<file path="src/sv/isic_pkg.sv">
`default_nettype none
// ---------------------------------------------------------------------------
// isic_pkg
// Shared constants and types for the insertion sort inversion counter.
// ---------------------------------------------------------------------------
package isic_pkg;

    localparam int CAPACITY = 64;
    localparam int DATA_W   = 32;
    localparam int INV_W    = 11;
    localparam int TDATA_W  = 48;

    // popcount of the comparison vector in groups of eight
    localparam int CNT_GRP  = 8;
    localparam int NGRP     = (CAPACITY + CNT_GRP - 1) / CNT_GRP;
    localparam int PAD_W    = NGRP * CNT_GRP;
    localparam int GRP_W    = $clog2(CNT_GRP + 1);
    localparam int SUM_W    = $clog2(CAPACITY + 1);

    localparam logic [INV_W-1:0] INV_MAX = {INV_W{1'b1}};

    typedef struct packed {
        logic              vld;
        logic [DATA_W-1:0] val;
    } cell_t;

    typedef struct packed {
        logic ins;
        logic pop;
    } cell_ctrl_t;

    typedef enum logic [1:0] {
        ST_LOAD,
        ST_FLUSH,
        ST_EMIT
    } state_t;

endpackage : isic_pkg
`default_nettype wire

</file>
<file path="src/sv/isic_cell.sv">
`default_nettype none
// ---------------------------------------------------------------------------
// isic_cell
// One slot of the sorting chain: compares the incoming sample with its own
// value, shifts up on insert and down on pop.
// ---------------------------------------------------------------------------
module isic_cell
    import isic_pkg::*;
(
    input  wire               clk,
    input  wire               rst_n,
    input  cell_ctrl_t        ctrl,
    input  wire  [DATA_W-1:0] din,
    input  cell_t             left,
    input  wire               left_below,
    input  cell_t             right,
    output cell_t             q,
    output logic              below,
    output logic              gt
);

    logic              vld_reg, vld_next;
    logic [DATA_W-1:0] val_reg, val_next;

    always_comb
    begin
        gt    = vld_reg && ($signed(val_reg) > $signed(din));
        below = vld_reg && !gt;
        q     = '{vld: vld_reg, val: val_reg};
    end

    always_comb
    begin
        vld_next = vld_reg;
        val_next = val_reg;
        if (ctrl.pop)
        begin
            vld_next = right.vld;
            val_next = right.val;
        end
        else if (ctrl.ins && !below)
        begin
            vld_next = 1'b1;
            // equal values stay below, so the new one lands after them
            val_next = left_below ? din : left.val;
            if (!left.vld)
            begin
                vld_next = 1'b0;
            end
        end
    end

    always_ff @(posedge clk or negedge rst_n)
    begin
        if (!rst_n)
        begin
            vld_reg <= 1'b0;
        end
        else
        begin
            vld_reg <= vld_next;
        end
    end

    always_ff @(posedge clk)
    begin
        val_reg <= val_next;
    end

endmodule : isic_cell
`default_nettype wire

</file>
<file path="config.mk">
export PLATFORM = sky130hd
export DESIGN_NAME = isic_cell
export DESIGN_NICKNAME = d
export VERILOG_FILES = /design/src/sv/isic_pkg.sv /design/src/sv/isic_cell.sv
export SDC_FILE = /design/constraint.sdc
export NUM_CORES = 1
export LEC_CHECK = 0
export BUFFER_PORTS_ARGS = -buffer_cell sky130_fd_sc_hd__clkbuf_2
export CELL_PAD_IN_SITES_DETAIL_PLACEMENT = 1
export CELL_PAD_IN_SITES_GLOBAL_PLACEMENT = 1
export CORE_MARGIN = 2
export CORE_UTILIZATION = 29
export CTS_CLUSTER_DIAMETER = 150
export CTS_CLUSTER_SIZE = 30
export DETAILED_ROUTE_END_ITERATION = 16
export GPL_TIMING_DRIVEN = 0
export PLACE_DENSITY = 0.85
export SYNTH_ARGS = -nofsm -noshare
export SYNTH_HDL_FRONTEND = slang
export SYNTH_SLANG_ARGS = --single-unit
export TNS_END_PERCENT = 1
</file>
<file path="constraint.sdc">
create_clock -name clk -period 4.25 [get_ports clk]
set_clock_uncertainty 0.1 [all_clocks]
set_input_delay 0.85 -clock clk [delete_from_list [all_inputs] [get_ports clk]]
set_output_delay 0.85 -clock clk [all_outputs]
set_load 0.02 [all_outputs]
</file>
Word-level counts from Yosys, hierarchy flattened
Index checks and enable logic that the tools add are counted.

Latch bits: 0. Register bits: 33. Input bits: 103. Bits in writable memories: 0. Memories kept: 0. Logic and storage cells: 15. ROM bits: 0. Output and inout port bits: 35.

Bitwise logic cells: 0. Order comparisons: 1. Shift operators: 0. Divide/modulo/power cells: 0. Mux-type cells: 6. Reductions and logical operators: 6. Add/sub/neg operators: 0. Equality and inequality tests: 0. $mul: 0.

Operators by type and width (number): 2-to-1 mux 32 bit (3); greater-than comparator 32 bit (1); logical AND 1 bit (3); 2-to-1 mux 1 bit (3); logical NOT 1 bit (2); nonzero test 2 bit (1).

Logic depth before layout (Yosys ltp)
Depth in word-level cells: 8. Gate-level depth with buffers: 9. Gate-level depth less buffers: 9.

Worst setup path before layout
Ideal clock, no wire load.

Kind: in2reg. From: input port din[14]. To: register val_reg[0], enable pin. Path slack: -0.299 ns. Arrival time: 4.009 ns. Required time: 3.709 ns. Cell stages on the path: 9. Setup time: 0.441 ns. Buffers on the path: 0. Cell sequence: inv_1 > ha_1 > a21oi_2 > nand2_1 > a21o_1 > o41ai_2 > o311ai_1 > mux2_4 > a31oi_1.

Longest elaborated chain between the ends: 7.

Ends and longest elaborated chain: start: declaration (RTL line isic_cell.sv:13) `input wire [DATA_W-1:0] din,`; greater-than comparator 32 bit (RTL line isic_cell.sv:27) `gt = vld_reg && ($signed(val_reg) > $signed(din));`; logical AND 1 bit (RTL line isic_cell.sv:27); logical NOT 1 bit (RTL line isic_cell.sv:28) `below = vld_reg && !gt;`; logical AND 1 bit (RTL line isic_cell.sv:28); logical NOT 1 bit (RTL line isic_cell.sv:41) `else if (ctrl.ins && !below)`; logical AND 1 bit (RTL line isic_cell.sv:41); nonzero test 2 bit (no line); end signal: assignment (RTL line isic_cell.sv:67) `val_reg <= val_next;`; end: declaration (RTL line isic_cell.sv:23) `logic [DATA_W-1:0] val_reg, val_next;`.

No other way between the ends. A chain may end at the register's enable or synchronous reset.

Worst setup path after layout
From: input port din[14]. To: output port below.

Longest elaborated chain between the ends: 4.

Ends and longest elaborated chain: greater-than comparator 32 bit (RTL line isic_cell.sv:27); logical AND 1 bit (RTL line isic_cell.sv:27); logical NOT 1 bit (RTL line isic_cell.sv:28); logical AND 1 bit (RTL line isic_cell.sv:28); end: declaration (RTL line isic_cell.sv:18) `output logic below,`.

No other way between the ends.

==> impl_metrics.toml <==
[yosys]
syn-num-nets = 398
ys_seq_elements = 33
synthDistinctLibCells = 29
synth_top_area_share_pct = 38.0
synth_common_cells = "37 x nand2_1, 36 x inv_1, 34 x o21ai_0"
yosysTopAreaCell = "edfxtp_1"
syn_inst = 263
ys_seq_area_share_pct = 39.0
avgSynthCellArea_sq_um = 9.61
async_flop_share_pct = 3.03
synth_flop_cell = "edfxtp_1"
ys_top_cells_by_area = "edfxtp_1 38%, ha_1 16%, mux2i_1 13%"
yosysMostFrequentCell = "nand2_1"
synth_warnings = 0
netlist_area_sq_um = 2530
synth_edf_count = 32

[clock_tree]
clk_path_buf_depth = 2
clkTransAtPathRegs_ps = 70
worstSkewPairLatency_ps = 280
htree_levels = 2
cts_tree = "built"
holdBufCountCts = 0
cts-root-buf = "clkbuf_8"
cts_buffers = 5
cts_setup_buffers = 0
post_cts_resized = 0
cts_sinks = 33

[critical_path]
path_max_fanout = 4
path_class = "input pin to output port"
reg2reg_to = "val_reg[16]$_DFFE_PP_"
rr_worst_depth = 9
crit_path_start_kind = "input pin"
end_kind = "output port"
r2r_setup_slack_ps = 910
worstPathArrival_ps = 3010
regToRegStartpoint = "val_reg[14]$_DFFE_PP_"
critical_path_required_ps = 3300

[final_layout]
drive_gt1_share_pct = 37.0
syn2layout_area_growth_pct = 38.2
antenna_cells = 0
post-route-cell-area_sq_um = 3490
largest_register_ffs = 32
final_cells = 516
nNetsFinal = 542

[timing]
fin_crit_ps = 3960
finalSetupViolCount = 0
tightest_slew_ps = 778
hold_violations = 0
slew_headroom_pct = 48.1
hold_slack_ps = 232
fmax_mhz = 252
rsz0062_at_grt = "false"
tns_ps = 0
finalMaxSlewViolations = 0
fin_crit_sh_pct = 93.2

[placement]
io_buffers = 136
dp_cells = 508
routabilityCongestion = 0.760
placed_cell_area_sq_um = 3390
dp_hpwl_mm = 6.72

[run]
maxCapViolations = 0

[floorplan]
initial_core_util_pct = 29.4
die_h_microns = 97.4
io_pins = 138
die_w_microns = 97.4
row_count = 34
die_area_sq_um = 9480
coreArea_sq_um = 8590

[route]
wirelength_mm = 7.97
first_iter_violations = 50
vias_per_cell = 4.90
drcViolationCount = 0
drtAntennaViolNets = 0
wl_per_cell_microns = 15.4
dr.pass1.iters = 4
vias = 2527

[power]
p_leak_nw = 1.87
powerDensity_nw_per_um2 = 322
ir_worst_vdd_v = 0.000116

[global_route]
grt_pass1_vias = 2824
overflow = 0
grt_use_total_pct = 16.8
grt_pass1_wl_mm = 13.2
grt_start_max_net_pins = 19
grt_antenna_before_repair = 0

[min_path]
hold_class = "input pin to asynchronous set/reset pin"

[outcome]
status = "complete, no violations"
-- through the flow --
stage	power (mW)	utilization, %	setup WS, ps
final	1.12	40.6	288
after global routing	1.20	40.6	143
after CTS	1.14	40.6	250
after detailed placement	0.842	39.4	260
after global placement	0.814	39.0	-506
after floorplan	0.671	-	351
-- power by group --
group / internal (mW) / switching [mW] / total (mW)
logic: 0.160 / 0.226 / 0.386
registers: 0.416 / 0.0274 / 0.443
clock network: 0.173 / 0.122 / 0.295
total: 0.749 / 0.375 / 1.12
-- area by class of cell --
cell class,count,area [sq um]
fillers,1049,5100
repair buffers,137,708
plain buffers,12,48.8
inverters,36,135
clock buffers,6,72.6
well taps,108,135
multi-input cells,182,1370
flip-flops and latches,33,986
clock inverters,2,33.8
-- worst max path at each step --
stage               slack (ps)  cells after the start  startpoint               endpoint
global placement          -510                     10     din[14]  val_reg[13]$_DFFE_PP_
global route               140                     11     din[14]                  below
CTS                        250                     11     din[14]                  below
detailed placement         260                     11     din[14]                  below
floorplan                  350                      9     din[14]   val_reg[0]$_DFFE_PP_
finish                     290                     11     din[14]                  below
-- cells by family after synthesis --
| kind of cell | after synthesis | share of synthesized area [%] |
|---|---|---|
| AND/OR/NAND/NOR | 56 | 9.90 |
| flip-flops | 33 | 39.0 |
| buffers and inverters | 48 | 7.28 |
| AO/OA/AOI/OAI | 61 | 14.7 |
| adder cells (fa/ha/maj) | 32 | 15.8 |
| multiplexers | 33 | 13.3 |
-- cell usage in the layout, fill, tap and decap left out, drive strengths merged, types with 6 or more instances in the layout --
cell type / Yosys / final
mux2i: 32 / 32
a21o: 6 / 6
inv: 36 / 36
edfxtp: 32 / 32
clkbuf: 8 / 150
a21oi: 11 / 11
o21ai: 34 / 34
nand2: 37 / 37
ha: 32 / 32
nand4: 6 / 6
-- worst max-delay path: stages --
cell and delay, ps:
clkbuf_2 90, inv_1 40, ha_1 320, nand4_1 180
nor3_1 360, a21boi_2 240, o41ai_2 90, o311ai_1 120
mux2_4 380, and2_2 200, clkbuf_2 150
-- routing by layer --
metal  track usage [%]  share of wire, %  up-vias  wire [microns]
li1                  -                 -     1230               -
met1              19.7                41     1200            3240
met2              31.8                52       85            4180
met3              3.09               5.3       12             423
met4              3.74               1.5        0             123
met5                 0                 0        -               0
No activity file was read; power rests on OpenSTA's default activity.
