$ cat src/sv/isic_pkg.sv
`default_nettype none
// ---------------------------------------------------------------------------
// isic_pkg
// Shared constants and types for the insertion sort inversion counter.
// ---------------------------------------------------------------------------
package isic_pkg;

    localparam int CAPACITY = 64;
    localparam int DATA_W   = 32;
    localparam int INV_W    = 11;
    localparam int TDATA_W  = 48;

    // popcount of the comparison vector in groups of eight
    localparam int CNT_GRP  = 8;
    localparam int NGRP     = (CAPACITY + CNT_GRP - 1) / CNT_GRP;
    localparam int PAD_W    = NGRP * CNT_GRP;
    localparam int GRP_W    = $clog2(CNT_GRP + 1);
    localparam int SUM_W    = $clog2(CAPACITY + 1);

    localparam logic [INV_W-1:0] INV_MAX = {INV_W{1'b1}};

    typedef struct packed {
        logic              vld;
        logic [DATA_W-1:0] val;
    } cell_t;

    typedef struct packed {
        logic ins;
        logic pop;
    } cell_ctrl_t;

    typedef enum logic [1:0] {
        ST_LOAD,
        ST_FLUSH,
        ST_EMIT
    } state_t;

endpackage : isic_pkg
`default_nettype wire

$ cat src/sv/isic_count.sv
`default_nettype none
// ---------------------------------------------------------------------------
// isic_count
// Pipelined popcount of the cell comparison flags and the running,
// saturating inversion total.
// ---------------------------------------------------------------------------
module isic_count
    import isic_pkg::*;
(
    input  wire                clk,
    input  wire                rst_n,
    input  wire [CAPACITY-1:0] gt,
    input  wire                gt_en,
    input  wire                clr,
    output logic [INV_W-1:0]   inversions,
    output logic               busy
);

    logic [PAD_W-1:0] gt_pad;
    logic [GRP_W-1:0] grp_cnt_reg  [NGRP];
    logic [GRP_W-1:0] grp_cnt_next [NGRP];
    logic             grp_vld_reg;
    logic [SUM_W-1:0] sum_reg, sum_next;
    logic             sum_vld_reg;
    logic [INV_W-1:0] inv_reg, inv_next;
    logic [INV_W:0]   inv_wide;

    assign gt_pad = PAD_W'(gt);

    always_comb
    begin
        for (int g = 0; g < NGRP; g++)
        begin
            grp_cnt_next[g] = '0;
            for (int b = 0; b < CNT_GRP; b++)
            begin
                grp_cnt_next[g] = grp_cnt_next[g] + GRP_W'(gt_pad[g*CNT_GRP + b]);
            end
        end
    end

    always_comb
    begin
        sum_next = '0;
        for (int g = 0; g < NGRP; g++)
        begin
            sum_next = sum_next + SUM_W'(grp_cnt_reg[g]);
        end
    end

    always_comb
    begin
        inv_wide = {1'b0, inv_reg} + (INV_W+1)'(sum_reg);
        inv_next = inv_reg;
        if (clr)
        begin
            inv_next = '0;
        end
        else if (sum_vld_reg)
        begin
            inv_next = inv_wide[INV_W] ? INV_MAX : inv_wide[INV_W-1:0];
        end
    end

    always_ff @(posedge clk or negedge rst_n)
    begin
        if (!rst_n)
        begin
            grp_vld_reg <= 1'b0;
            sum_vld_reg <= 1'b0;
            inv_reg     <= '0;
        end
        else
        begin
            grp_vld_reg <= gt_en;
            sum_vld_reg <= grp_vld_reg;
            inv_reg     <= inv_next;
        end
    end

    always_ff @(posedge clk)
    begin
        if (gt_en)
        begin
            grp_cnt_reg <= grp_cnt_next;
        end
        sum_reg <= sum_next;
    end

    assign inversions = inv_reg;
    assign busy       = grp_vld_reg | sum_vld_reg;

endmodule : isic_count
`default_nettype wire

$ cat config.mk
export PLATFORM = sky130hd
export DESIGN_NAME = isic_count
export DESIGN_NICKNAME = d
export VERILOG_FILES = /design/src/sv/isic_pkg.sv /design/src/sv/isic_count.sv
export SDC_FILE = /design/constraint.sdc
export NUM_CORES = 1
export LEC_CHECK = 0
export BUFFER_PORTS_ARGS = -buffer_cell sky130_fd_sc_hd__buf_2
export CORE_MARGIN = 4
export CORE_UTILIZATION = 51
export DETAILED_ROUTE_END_ITERATION = 12
export PLACE_DENSITY = 0.78
export SLEW_MARGIN = 5
export SYNTH_ARGS = -nofsm -noshare
export SYNTH_HDL_FRONTEND = slang
export SYNTH_SLANG_ARGS = --single-unit
$ cat constraint.sdc
create_clock -name clk -period 3.6 [get_ports clk]
set_input_delay 0.72 -clock clk [delete_from_list [all_inputs] [get_ports clk]]
set_output_delay 0.72 -clock clk [all_outputs]
set_load 0.005 [all_outputs]
* Word-level counts from Yosys, hierarchy flattened *
Cells that the tools add are included.

word-level totals
  bits in registers = 52
  input bits = 68
  output and inout port bits = 12

cells by class
  add/subtract/negate cells = 64
  multiplexer cells = 3
  bitwise logic cells = 1
  reduce and logical (&&, ||, !) cells = 1

operators with widths
  kind               number
  $add 4x1->4        32
  $mux 11            3
  $add 3x1->4        8
  $add 7x4->7        4
  $add 2x1->3        8
  $add 1x1->2        8
  $add 11x7->12      1
  $add 6x4->7        1
  $add 5x4->6        1
  $add 4x4->5        1
  $reduce_bool 2->1  1
  $or 1x1->1         1

* Longest topological paths before layout *
  depth after elaboration = 7
  gate-level depth with buffers = 12
  mapped depth without buffers = 12

* Worst setup path before layout *
No wires, ideal clock.

  kind = reg-to-reg
  from = register grp_cnt_reg[2] in the netlist's numbering
  to = register sum_reg[6]
  setup time = 0.114 ns
  arrival = 3.470 ns
  required time = 3.486 ns
  path slack = 0.016 ns
  stages on the path, launching flop included = 13
  path buffers = 0
  cells stage by stage = edfxtp_1 -> inv_1 -> fa_1 -> inv_1 -> fa_1 -> fa_1 -> inv_1 -> fa_1 -> inv_1 -> ha_1 -> fa_1 -> a21o_1 -> a21o_1

on the way
  longest elaborated chain between the ends = 1

RTL lines
  what                      line              text
  start: declaration        isic_count.sv:20  logic [GRP_W-1:0] grp_cnt_reg [NGRP];
  start signal: assignment  isic_count.sv:85  grp_cnt_reg <= grp_cnt_next;
  $add 7x4->7               isic_count.sv:47  sum_next = sum_next + SUM_W'(grp_cnt_reg[g]);
  via sum_next[6]           isic_count.sv:23  logic [SUM_W-1:0] sum_reg, sum_next;
  end signal: assignment    isic_count.sv:87  sum_reg <= sum_next;
  end: declaration          isic_count.sv:23

The timed path passes the listed nets, and every way through them passes these cells.
A chain may end at the register's enable or synchronous reset.

* Final worst setup path *
Same ends and word-level chain as after synthesis.

==> flow_summary_export.csv <==
group,metric,value,unit
layout,final_common_cell,"inv_1",
layout,final_cells,546,
layout,syn2layout_area_growth,15.5,%
place,io_buffers,79,
drt,viasPerCell,4.76,
timing,fmaxAchievable,0.286,GHz
hold_path,hold_path.class,"primary input to asynchronous set/reset pin",
yosys,ys_seq_elements,52,
yosys,netlist_area,4100,µm²
critical_path,critPathLaunchType,"flop",
power,power_leakage,2.45,nW
clocking,cts_tree,"yes",
place,place_area,4610,µm²
yosys,synthArstFlopShare,25.0,%
yosys,ys_top_cells_by_area,"fa_1 (27%), edfxtp_1 (23%), ha_1 (12%), inv_1 (11%), dfrtp_1 (7.9%)",
outcome,status,"finished, final reports clean",
clocking,cts.sinks,52,
timing,drv_slew,0,
critical_path,crit_path_top_delay_cell,"fa_1",
timing,max_slew_margin,52.2,%
place,pre_cts_ws,-0.0880,ns
yosys,ys_types,38,
floorplan,dieArea,9540,µm²
layout,fillers,638,
timing,tightest_slew,0.717,ns
power,p_sw,0.00175,W
critical_path,crit_family,"adder cells",
critical_path,rrSetupSlack,0.10,ns
timing,finalSetupViolCount,0,
layout,drive_above_1_share,22.5,%
place,gp_congestion,0.804,
timing,fin_ws,0.105,ns
drt,vias,2600,
critical_path,end_kind,"flop",
drt,drt-pass1-iter-count,4,
critical_path,r2r-end,"sum_reg[6]",
floorplan,start_util,52.8,%
floorplan,die_y,97.7,µm
power,p_seq_share,23.6,%
timing,finClkSkew,0.00458,ns
critical_path,path_common_cell,"fa_1",
critical_path,endpoint,"sum_reg[6]",
yosys,synth_edf_count,32,
timing,fin_crit_sh,97.1,%
critical_path,crit_buf_inv,4,
grt,grt_pass1_vias,2657,
yosys,syn_nets,521,
grt,grt-ovfl-total,0,
layout,layout_common_cells,"inv_1 (116), buf_2 (79), fa_1 (53)",
layout,nets,605,
drt,drc_errors,0,
timing,period_needed,3.50,ns
timing,hold_viol,0,
drt,antenna_left,0,
power,p_clk_share,8.4,%
critical_path,cpPeakStageDelay,0.53,ns
grt,track_usage,14.6,%
floorplan,ios,80,
place,dp_hpwl,5.46,mm
yosys,synthFlopType,"edfxtp_1",
critical_path,r2r-start,"grp_cnt_reg[2]",
critical_path,path_cells,"inv_2 > fa_1 > inv_1 > fa_1 > fa_1 > inv_1 > fa_1 > inv_1 > ha_4 > fa_2 > a21o_1 > a21o_1",
clocking,clk_path_buf_depth,2,
clocking,cts_hold_buf,0,
floorplan,core,7770,µm²
power,power_density,877,nW/µm²
grt,antenna_found_initial,0,
floorplan,num_rows,32,
critical_path,worstPathArrival,3.71,ns
layout,design_area,4730,µm²
yosys,netlist_instances,359,
power,netSwitchingFraction,42.1,%
clocking,cts.clk_slew.worst_paths,0.10,ns
critical_path,r2r_cells,12,
critical_path,crit_required,3.81,ns
grt,grt_pass1_wl,11.4,mm
yosys,yosysSeqAreaShare,34.8,%
critical_path,cp_max_fo,2,
clocking,cts_buffers,5,
clocking,htreeDepth,2,
clocking,insertion_delay,0.31,ns
layout,diodes,0,
layout,largest_reg_flops,32,
yosys,yosysTopAreaCell,"fa_1",
power,vdd_drop_max,0.000591,V
critical_path,crit_cells,12,
power,power,0.00415,W
layout,final_util,61.0,%
drt,wl_per_cell,11.9,µm
yosys,avgSynthCellArea,11.4,µm²
clocking,cts_root_buffer,"clkbuf_8",
drt,dr.first_iter.drc_count,39,
floorplan,chipWidth,97.7,µm
yosys,yosys_warnings,0,
critical_path,worstSetupPathType,"flop to flop",
place,dp_cells,537,
yosys,yosysTopAreaCellShare,27.3,%
critical_path,startpoint,"grp_cnt_reg[2]",
drt,drt-total-wl,6.51,mm
flow_run,cap_violations,0,
grt,grt_max_degree,34,
power,internal-power,0.00240,W
power,p_comb_share,68.0,%
==> power groups by stage <==
| stage | Sequential [W] | Combinational [W] | Clock, W |
|---|---|---|---|
| final | 0.000979 | 0.00282 | 0.000348 |
| after floorplan | 0.000972 | 0.00200 | 0 |
| after global routing | 0.00100 | 0.00340 | 0.000390 |
| after CTS | 0.000980 | 0.00271 | 0.000359 |
| after global placement | 0.000985 | 0.00248 | 0 |
| after detailed placement | 0.000995 | 0.00261 | 0 |
==> Yosys cell counts (all sizes together) (5+ instances only) <==
cell    number
inv        117
fa          56
ha          38
edfxtp      32
a21oi       14
dfrtp       13
nor2        10
nor2b        9
xor2         9
a311oi       8
dfxtp        7
a21o         5
o21ai        5
==> routing by layer <==
layer / vias to the layer above / wire [µm] / GRT usage (%)
li1: 1279 / - / -
met1: 1263 / 2590 / 17.7
met2: 52 / 3550 / 26.6
met3: 6 / 280 / 2.87
met4: 0 / 91 / 3.94
met5: - / 0 / 0
==> cell families (layout without fill, tap and decap cells) <==
family	after synthesis	after routing	synth area share, %
compound gates	46	46	7.81
xor+xnor	13	13	2.78
fa+ha+maj	94	94	38.9
buf+inv	121	206	11.1
flops	52	52	34.8
simple gates	33	33	4.55
==> worst min-delay path by stage <==
stage | startpoint | cells after the start | to
floorplan | grp_vld_reg | 0 | sum_vld_reg
global placement | grp_vld_reg | 0 | sum_vld_reg
detailed placement | grp_vld_reg | 0 | sum_vld_reg
CTS | rst_n | 1 | inversions[7]
global route | rst_n | 1 | inversions[7]
finish | rst_n | 1 | inversions[1]
==> cell type report <==
cell class | count | area (µm²) | share of cell area, %
inverters | 117 | 439 | 9.28
repair buffers | 81 | 410 | 8.67
clock inverters | 3 | 25.0 | 0.529
multi-input cells | 186 | 2240 | 47.3
clock buffers | 5 | 68.8 | 1.45
well taps | 102 | 128 | 2.70
flip-flops and latches | 52 | 1430 | 30.1
==> per-stage QoR <==
stage | TNS, ns | hold slack [ns]
after floorplan | 0 | 0.346
final | 0 | 0.275
after global placement | -0.0190 | 0.351
after global routing | -0.00593 | 0.293
after CTS | 0 | 0.279
after detailed placement | -0.139 | 0.356
==> what timing repair did <==
item,CTS,global route
setup endpoints to repair,2,3
setup buffers,0,1
gates resized for setup,2,4
pin swaps,1,7
(Power assumes the default switching activity.)
